===== config.mk =====
export PLATFORM = sky130hd
export DESIGN_NAME = sorted_unique_set
export DESIGN_NICKNAME = d
export VERILOG_FILES = /design/src/hw/rtl/sus_pkg.sv /design/src/hw/rtl/sus_cell.sv /design/src/hw/rtl/sorted_unique_set.sv
export SDC_FILE = /design/constraint.sdc
export NUM_CORES = 2
export LEC_CHECK = 0
export ABC_CLOCK_PERIOD_IN_PS = 6300
export BUFFER_PORTS_ARGS = -buffer_cell sky130_fd_sc_hd__buf_2
export CAP_MARGIN = 20
export CORE_UTILIZATION = 50
export CTS_CLUSTER_SIZE = 10
export DETAILED_ROUTE_END_ITERATION = 6
export PLACE_DENSITY = 0.78
export REMOVE_ABC_BUFFERS = 1
export SYNTH_ARGS = -nofsm -noshare
export SYNTH_HDL_FRONTEND = slang
export SYNTH_SLANG_ARGS = --single-unit

===== constraint.sdc =====
create_clock -name clk -period 6.3 [get_ports clk]
set_input_delay 0.945 -clock clk [delete_from_list [all_inputs] [get_ports clk]]
set_output_delay 0.945 -clock clk [all_outputs]
set_load 0.1 [all_outputs]

===== src/hw/rtl/sus_pkg.sv =====
package sus_pkg;

  localparam int CAPACITY = 16;
  localparam int CNT_W    = $clog2(CAPACITY + 1);
  localparam int KEY_W    = 32;

  typedef enum logic [1:0] {
    ACT_INSERT = 2'd0,
    ACT_REMOVE = 2'd1,
    ACT_LOOKUP = 2'd2,
    ACT_SPARE  = 2'd3
  } action_t;

  typedef struct packed {
    logic [1:0]               action;
    logic signed [KEY_W-1:0]  value;
  } in_beat_t;

  typedef struct packed {
    logic                     was_present;
    logic                     dropped_full;
    logic [4:0]               element_count;
    logic                     is_empty;
    logic signed [KEY_W-1:0]  smallest;
  } out_beat_t;

  // Broadcast to every cell for the beat being taken this cycle.
  typedef struct packed {
    logic ins;
    logic rem;
  } cell_ctl_t;

endpackage


===== src/hw/rtl/sus_cell.sv =====
module sus_cell (
  input  logic                               clk,
  input  logic                               occupied,
  input  logic signed [sus_pkg::KEY_W-1:0]   key,
  input  sus_pkg::cell_ctl_t                 ctl,
  input  logic                               left_lt,
  input  logic signed [sus_pkg::KEY_W-1:0]   left_value,
  input  logic signed [sus_pkg::KEY_W-1:0]   right_value,
  output logic                               lt,
  output logic                               eq,
  output logic signed [sus_pkg::KEY_W-1:0]   value,
  output logic signed [sus_pkg::KEY_W-1:0]   value_nxt
);

  logic signed [sus_pkg::KEY_W-1:0] value_r;
  logic                             at_pos;

  assign lt     = occupied && (value_r < key);
  assign eq     = occupied && (value_r == key);
  // The first cell not below the key is where a new key lands.
  assign at_pos = !lt && left_lt;

  always_comb begin
    value_nxt = value_r;
    if (ctl.ins && !lt) begin
      value_nxt = at_pos ? key : left_value;
    end else if (ctl.rem && !lt) begin
      value_nxt = right_value;
    end
  end

  always_ff @(posedge clk) begin
    value_r <= value_nxt;
  end

  assign value = value_r;

endmodule


===== src/hw/rtl/sorted_unique_set.sv =====
// Channel  | Ports                     | Handshake
// input    | start, busy, in_data      | beat taken when start is high and busy low
// result   | out_valid, out_data       | one beat per cycle strobe, cannot be held off
//
// One input beat is taken every cycle; busy never rises.
// Its result is registered and appears in the cycle after, as all cells compare the key at once
// and shift in the same cycle.
// A synchronous reset empties the set; stored keys are not cleared.
// There is no stall: the receiver must take each result when it is strobed.
module sorted_unique_set (
  input  logic                clk,
  input  logic                rst_n,
  input  logic                start,
  output logic                busy,
  input  sus_pkg::in_beat_t   in_data,
  output logic                out_valid,
  output sus_pkg::out_beat_t  out_data
);

  localparam int N = sus_pkg::CAPACITY;

  logic [sus_pkg::CNT_W-1:0]         count_r, count_nxt;
  logic                              out_valid_r, out_valid_nxt;
  sus_pkg::out_beat_t                out_data_r, out_data_nxt;
  logic                              accept;
  logic                              present, full;
  sus_pkg::cell_ctl_t                ctl;
  logic [N-1:0]                      lt, eq, occ;
  logic signed [sus_pkg::KEY_W-1:0]  val      [N];
  logic signed [sus_pkg::KEY_W-1:0]  val_nxt  [N];

  assign busy   = 1'b0;
  assign accept = start && !busy;

  for (genvar i = 0; i < N; i++) begin : g_cell
    assign occ[i] = sus_pkg::CNT_W'(i) < count_r;
    sus_cell u_cell (
      .clk         (clk),
      .occupied    (occ[i]),
      .key         (in_data.value),
      .ctl         (ctl),
      .left_lt     ((i == 0) ? 1'b1 : lt[(i == 0) ? 0 : i-1]),
      .left_value  ((i == 0) ? in_data.value : val[(i == 0) ? 0 : i-1]),
      .right_value ((i == N-1) ? val[i] : val[(i == N-1) ? i : i+1]),
      .lt          (lt[i]),
      .eq          (eq[i]),
      .value       (val[i]),
      .value_nxt   (val_nxt[i])
    );
  end

  assign present = |eq;
  assign full    = (count_r == sus_pkg::CNT_W'(N));

  always_comb begin
    ctl.ins = accept && (in_data.action == sus_pkg::ACT_INSERT) && !present && !full;
    ctl.rem = accept && (in_data.action == sus_pkg::ACT_REMOVE) && present;

    count_nxt = count_r;
    if (ctl.ins) begin
      count_nxt = count_r + 1'b1;
    end else if (ctl.rem) begin
      count_nxt = count_r - 1'b1;
    end

    out_valid_nxt              = accept;
    out_data_nxt.was_present   = present;
    out_data_nxt.dropped_full  = (in_data.action == sus_pkg::ACT_INSERT) && !present && full;
    out_data_nxt.element_count = 5'(count_nxt);
    out_data_nxt.is_empty      = (count_nxt == '0);
    out_data_nxt.smallest      = (count_nxt == '0) ? '0 : val_nxt[0];
  end

  always_ff @(posedge clk) begin
    if (!rst_n) begin
      count_r     <= '0;
      out_valid_r <= 1'b0;
    end else begin
      count_r     <= count_nxt;
      out_valid_r <= out_valid_nxt;
    end
  end

  always_ff @(posedge clk) begin
    out_data_r <= out_data_nxt;
  end

  assign out_valid = out_valid_r;
  assign out_data  = out_data_r;

endmodule


# Yosys cells after proc, flatten, opt, wreduce, memory -nomap -nowiden
# Cells that the tools add are included.
[op_classes]
n_bitwise = 0
add_sub_neg = 2
n_lt_le_gt_ge = 32
div = 0
n_mux = 47
reduce_logical = 120
multipliers = 0
shifts = 0
eq_ne = 18
[op_table]
columns = ["op", "n"]
rows = [
  ["$mux W32", 45],
  ["$eq A32 B32 Y1", 16],
  ["$lt A32 B32 Y1", 16],
  ["$logic_and A1 B1 Y1", 85],
  ["$lt A4 B5 Y1 const A", 8],
  ["$reduce_bool A2 Y1", 14],
  ["$lt A3 B5 Y1 const A", 4],
  ["$logic_not A1 Y1", 18],
  ["$reduce_or A16 Y1", 1],
  ["$lt A1 B5 Y1 const A", 2],
  ["$lt A2 B5 Y1 const A", 2],
  ["$mux W5", 2],
  ["$add A5 B1 Y5 const B", 1],
  ["$eq A5 B5 Y1 const B", 1],
  ["$logic_not A5 Y1", 1],
  ["$sub A5 B1 Y5 const B", 1],
  ["$eq A2 B1 Y1 const B", 1],
  ["$logic_not A2 Y1", 1],
]
[word_totals]
rom_bits = 0
elab_cells = 242
latchBits = 0
reg_bits = 558
out_inout_bits = 42
mem_bits_rw = 0
mem_count = 0
input_bits = 37

# Longest topological paths before layout
[logic_depth]
word_depth = 8
mapped_depth = 16
depth_no_buf = 11

# By module
# Synthesis repeated with hierarchy kept, for this count alone.
[unflattened]
cells_unflattened = 4975
area_unflattened_um2 = 43180.2
[modules_own_cells]
columns = ["module", "area_each_um2", "cells_each", "seq_area_each_um2", "instances"]
rows = [
  ["sus_cell", 2558.7, 298, 640.6, 16],
  ["sorted_unique_set", 2240.9, 207, 920.9, 1],
]

# Worst setup path after synthesis
# No wires, ideal clock.
[synth_path]
path_type = "input to register"
startpoint = "input in_data[23] (netlist bit)"
endpoint = "register g_cell[11].u_cell.value_r, in the netlist g_cell[11].u_cell.value[0] (enable)"
t_required_ps = 5879
setup_slack_ps = 233
stages = 13
setup_ps = 421
n_path_buf = 3
arrival_time_ps = 5646
path_cell_list = "clkbuf_1 clkinv_1 ha_1 nand4_1 or4_4 or3_1 o211ai_1 a21oi_1 mux2i_1 buf_2 clkbuf_1 inv_1 nor2_1"
[synth_via]
elab_chain_len = 8
word_cells_on_any_way = 43
[synth_lines]
columns = ["item", "line_no", "source"]
rows = [
  ["from (decl)", "sorted_unique_set.sv:15", "input sus_pkg::in_beat_t in_data,"],
  ["branches (longest 7 deep; another with $lt A32 B32 Y1)", "--", ""],
  ["$reduce_bool A2 Y1 (no line) (*)", "--", ""],
  ["to (signal assigned)", "sus_cell.sv:33", "value_r <= value_nxt;"],
  ["to (decl)", "sus_cell.sv:15", "logic signed [sus_pkg::KEY_W-1:0] value_r;"],
]
# Mark *: on every way between the ends.
# A chain may end at the register's enable or synchronous reset.

# Worst setup path after layout
[layout_path]
startpoint = "input in_data[15] (netlist bit)"
endpoint = "register g_cell[7].u_cell.value_r, in the netlist g_cell[7].u_cell.value[20], data pin"
[layout_via]
elab_chain_len = 8
word_cells_on_any_way = 45
[layout_lines]
columns = ["item", "line_no", "source"]
rows = [
  ["branches (longest 7 deep; another with $lt A32 B32 Y1)", "--", ""],
  ["$mux W32 (*)", "sus_cell.sv:25", "if (ctl.ins && !lt) begin"],
  ["via g_cell[7].u_cell.value_nxt (one bit)", "sus_cell.sv:12", "output logic signed [sus_pkg::KEY_W-1:0] value_nxt"],
  ["to (signal assigned)", "sus_cell.sv:33", ""],
  ["to (decl)", "sus_cell.sv:15", ""],
]
# Mark *: on every way through the listed nets, which the timed path passes.

==> metrics.md <==
| Metric | Value |
|---|---|
| Status | finished, final reports clean |
| CTS Buf Count | 69 |
| Combinational family with the most area after synthesis | compound AO/OA/AOI/OAI gates |
| Synth area leader | edfxtp_1 |
| Clk sink count | 558 |
| CP arrival | 5.32 ns |
| Tot Pwr | 9.58 mW |
| Mapped Cells | 3995 |
| RSZ-0062 raised after global routing | false |
| Area of the multi-input gates | 0.0221 mm^2 |
| Hold buffers post-CTS | 0 |
| Mux contribution to synthesized area | 9.12% |
| Initial core utilization | 50.5% |
| Yosys top cell area share | 36.9% |
| Leakage dissipation | 18.0 nW |
| Worst-Skew Late Latency | 0.62 ns |
| Post-synthesis sequential area ratio | 40.9% |
| Asr flop ratio synth | 0% |
| Final slew viol count | 0 |
| Util after Layout | 56.0% |
| Die W | 282 um |
| Crit path time final | 4.98 ns |
| Placer Congestion | 0.959 |
| Layout fillers | 6630 |
| CTS Buffer Depth | 3 |
| Yosys warnings | 0 |
| DPL Wire Length | 84500 um |
| Final hold vios | 0 |
| WS Path Type | primary input to flip-flop |
| DRT Pass-1 Iters | 7 |
| Design Area, Final | 0.0433 mm^2 |
| CTS tree | yes |
| Synth Area in Adders | 16.5% |
| Resized cells post-CTS | 0 |
| Power Dens Cells | 221 mW/mm^2 |
| Largest net degree at the start of global routing | 97 |
| Worst Setup Start Kind | primary input |
| I/O pin count | 79 |
| Crit-path slowest cell | mux2_2 |
| Global-route wire length before repair | 174000 um |
| Max_slew headroom | 27.4% |
| Clk_skew | 0.0246 ns |
| Drc violations | 0 |
| Post-Syn Area per Cell | 9.78 um^2 |
| Sequential cell area | 0.0160 mm^2 |
| Netlist cell types | 67 |
| Antenna Nets Post-Route | 0 |
| Post-CTS Setup Inserts | 0 |
| Simple-Gate Fraction of Synth Area | 11.9% |
| DR vias | 32200 |
| Post-detailed-routing wire length | 112000 um |
| Final setup viols | 0 |
| Post-Syn Area | 0.0391 mm^2 |
| Routed len/inst | 21.9 um |
| Worst EP required | 6.64 ns |
| Post-Synth XOR/XNOR Area | 0.0448% |
| VDD IR max | 249 uV |
| Clock transition at path regs | 0.06 ns |
| Ant diodes | 0 |
| Nets | 4579 |
| EDFF count, synth | 480 |
| Fin crit share | 79.1% |
| Max-Cap Viols | 0 |
| Htree depth | 3 |
| Compound-gate portion of the synthesized area | 18.3% |
| Initial antenna violation count | 1 |
| Layout cells sized above 1 | 11.3% |
| CP endpoint kind | flip-flop |
| FMAX | 201 MHz |
| Tightest Pin Transition | 1.08 ns |
| GRT overflow | 0 |
| R2R cell count | 11 |
| Syn-to-layout area delta | 10.9% |
| Maximum fanout along the worst path | 35 |
| Area contributors post-synth | edfxtp_1 37%, ha_1 17%, mux2i_1 6.3%, o21ai_0 5.9%, a21oi_1 5.8% |
| Hold_ws | 0.497 ns |
| Gr usage total | 28.0% |
| Row cnt | 102 |
| DP Area | 0.0412 mm^2 |
| Core Box Area | 0.0773 mm^2 |
| Clk root buf | clkbuf_16 |
| Initial drt markers | 3355 |
| Post-synthesis register bit count | 558 |
| Die Y | 282 um |
| Die area | 0.0793 mm^2 |
| Slowest cell delay on critical path | 0.73 ns |
| Min-Delay Path Depth | 2 |
| Vias per std cell | 6.30 |
| Hold WC Path Type | primary input to flip-flop |
| Most used DFF post-synth | edfxtp_1 |
| Crit path cell chain | buf_2 -> clkinv_1 -> buf_4 -> ha_1 -> a21oi_1 -> o21ai_0 -> a2111oi_0 -> o31ai_1 -> a311oi_1 -> mux2_2 -> buf_4 -> mux2i_1 -> o21ai_0 |
| Vias in the first global route | 30500 |
| IO buf count | 77 |
[where the power goes]
| part | leakage (nW) | total, mW | internal, mW | switching (mW) |
|---|---|---|---|---|
| Clock | 0.976 | 3.69 | 2.12 | 1.57 |
| Sequential | 5.06 | 4.33 | 4.20 | 0.135 |
| Combinational | 12.0 | 1.56 | 0.538 | 1.02 |
| Total | 18.0 | 9.58 | 6.85 | 2.73 |
[area by class of cell]
cell class	count	share of cell area [%]
Timing Repair Buffer	199	3.76
Inverter	74	0.641
Tap cell	1040	3.00
Clock inverter	9	0.176
Clock buffer	109	4.50
Sequential cell	558	36.9
Multi-Input combinational cell	3124	51.0
[critical path: cells and delay by family]
kind / cells / cell delay [ns]
adder cells (fa/ha/maj): 1 / 0.34
multiplexers: 2 / 0.96
AO/OA/AOI/OAI: 6 / 1.54
buffers and inverters: 4 / 1.49
[synthesized netlist by cell type, types with 23 or more instances]
cell type,n
buf_1,23
nand2_1,356
nor4_1,27
clkbuf_1,178
ha_1,516
inv_1,43
mux2i_1,247
buf_2,33
nor2_1,354
nand4_1,144
edfxtp_1,480
a21oi_1,452
a211oi_2,29
dfxtp_1,78
nand3_1,23
o21ai_0,464
mux2_2,97
a211oi_1,23
a31oi_1,36
clkinv_1,31
nor2b_1,29
a21o_1,142
[metrics by stage]
stage | setup slack, ns | setup TNS (ns) | std cells
6_report | 1.32 | 0 | 5113
5_1_grt | 0.908 | 0 | 5113
4_1_cts | 1.01 | 0 | 5109
3_5_place_dp | 0.377 | 0 | 4991
3_3_place_gp | 0.542 | 0 | 4991
2_1_floorplan | -3.30 | -1189.90 | 3756
[logic make-up (layout without fill, tap and decap cells)]
kind of cell,Yosys count,after routing
multiplexers,344,344
AND/OR/NAND/NOR,1026,1026
XOR/XNOR,2,2
buffers and inverters,313,391
flip-flops,558,558
AO/OA/AOI/OAI,1235,1235
other,1,1
adder cells (fa/ha/maj),516,516
[registers in the layout, summed over array words and instances (netlist names)]
name / cells
count_r: 5
out_data: 40
g_cell.u_cell.value: 512
out_valid: 1
[final timing paths]
kind                            slack, ns                         from                     endpoint
worst min-delay path                 0.50                  in_data[33]                 out_data[38]
worst max register to register       2.05   g_cell[2].u_cell.value[31]    g_cell[2].u_cell.value[6]
worst min register to register       0.58  g_cell[15].u_cell.value[30]  g_cell[14].u_cell.value[30]
worst max-delay path                 1.32                  in_data[15]   g_cell[7].u_cell.value[20]
[placed cells by master (no fill, tap or decap), types with 8 or more instances in the layout]
master,Yosys,layout
ha_1,516,516
edfxtp_1,480,480
o21ai_0,464,464
a21oi_1,452,452
nand2_1,356,349
nor2_1,354,339
mux2i_1,247,236
nand4_1,144,144
a21o_1,142,142
mux2_2,97,97
buf_4,1,96
dfxtp_1,78,78
buf_2,33,77
clkbuf_16,0,71
inv_1,43,43
a31oi_1,36,36
clkbuf_1,178,35
clkinv_1,31,33
nor2b_1,29,29
a211oi_2,29,29
nor4_1,27,26
a211oi_1,23,23
buf_12,0,23
nand3_1,23,22
o21a_1,19,19
o211ai_1,18,18
nand2b_1,19,17
nor3_1,17,17
and2_1,14,11
mux2i_4,0,11
nor2_2,0,10
a211o_1,8,8
[metal layers]
metal | track usage (%) | part of all wire [%] | vias up
li1 | - | - | 15100
met1 | 38.8 | 42 | 15300
met2 | 43.9 | 45 | 1488
met3 | 3.69 | 8.7 | 246
met4 | 12.0 | 4.1 | 0
met5 | 0 | 0 | -
(Power assumes the default switching activity.)
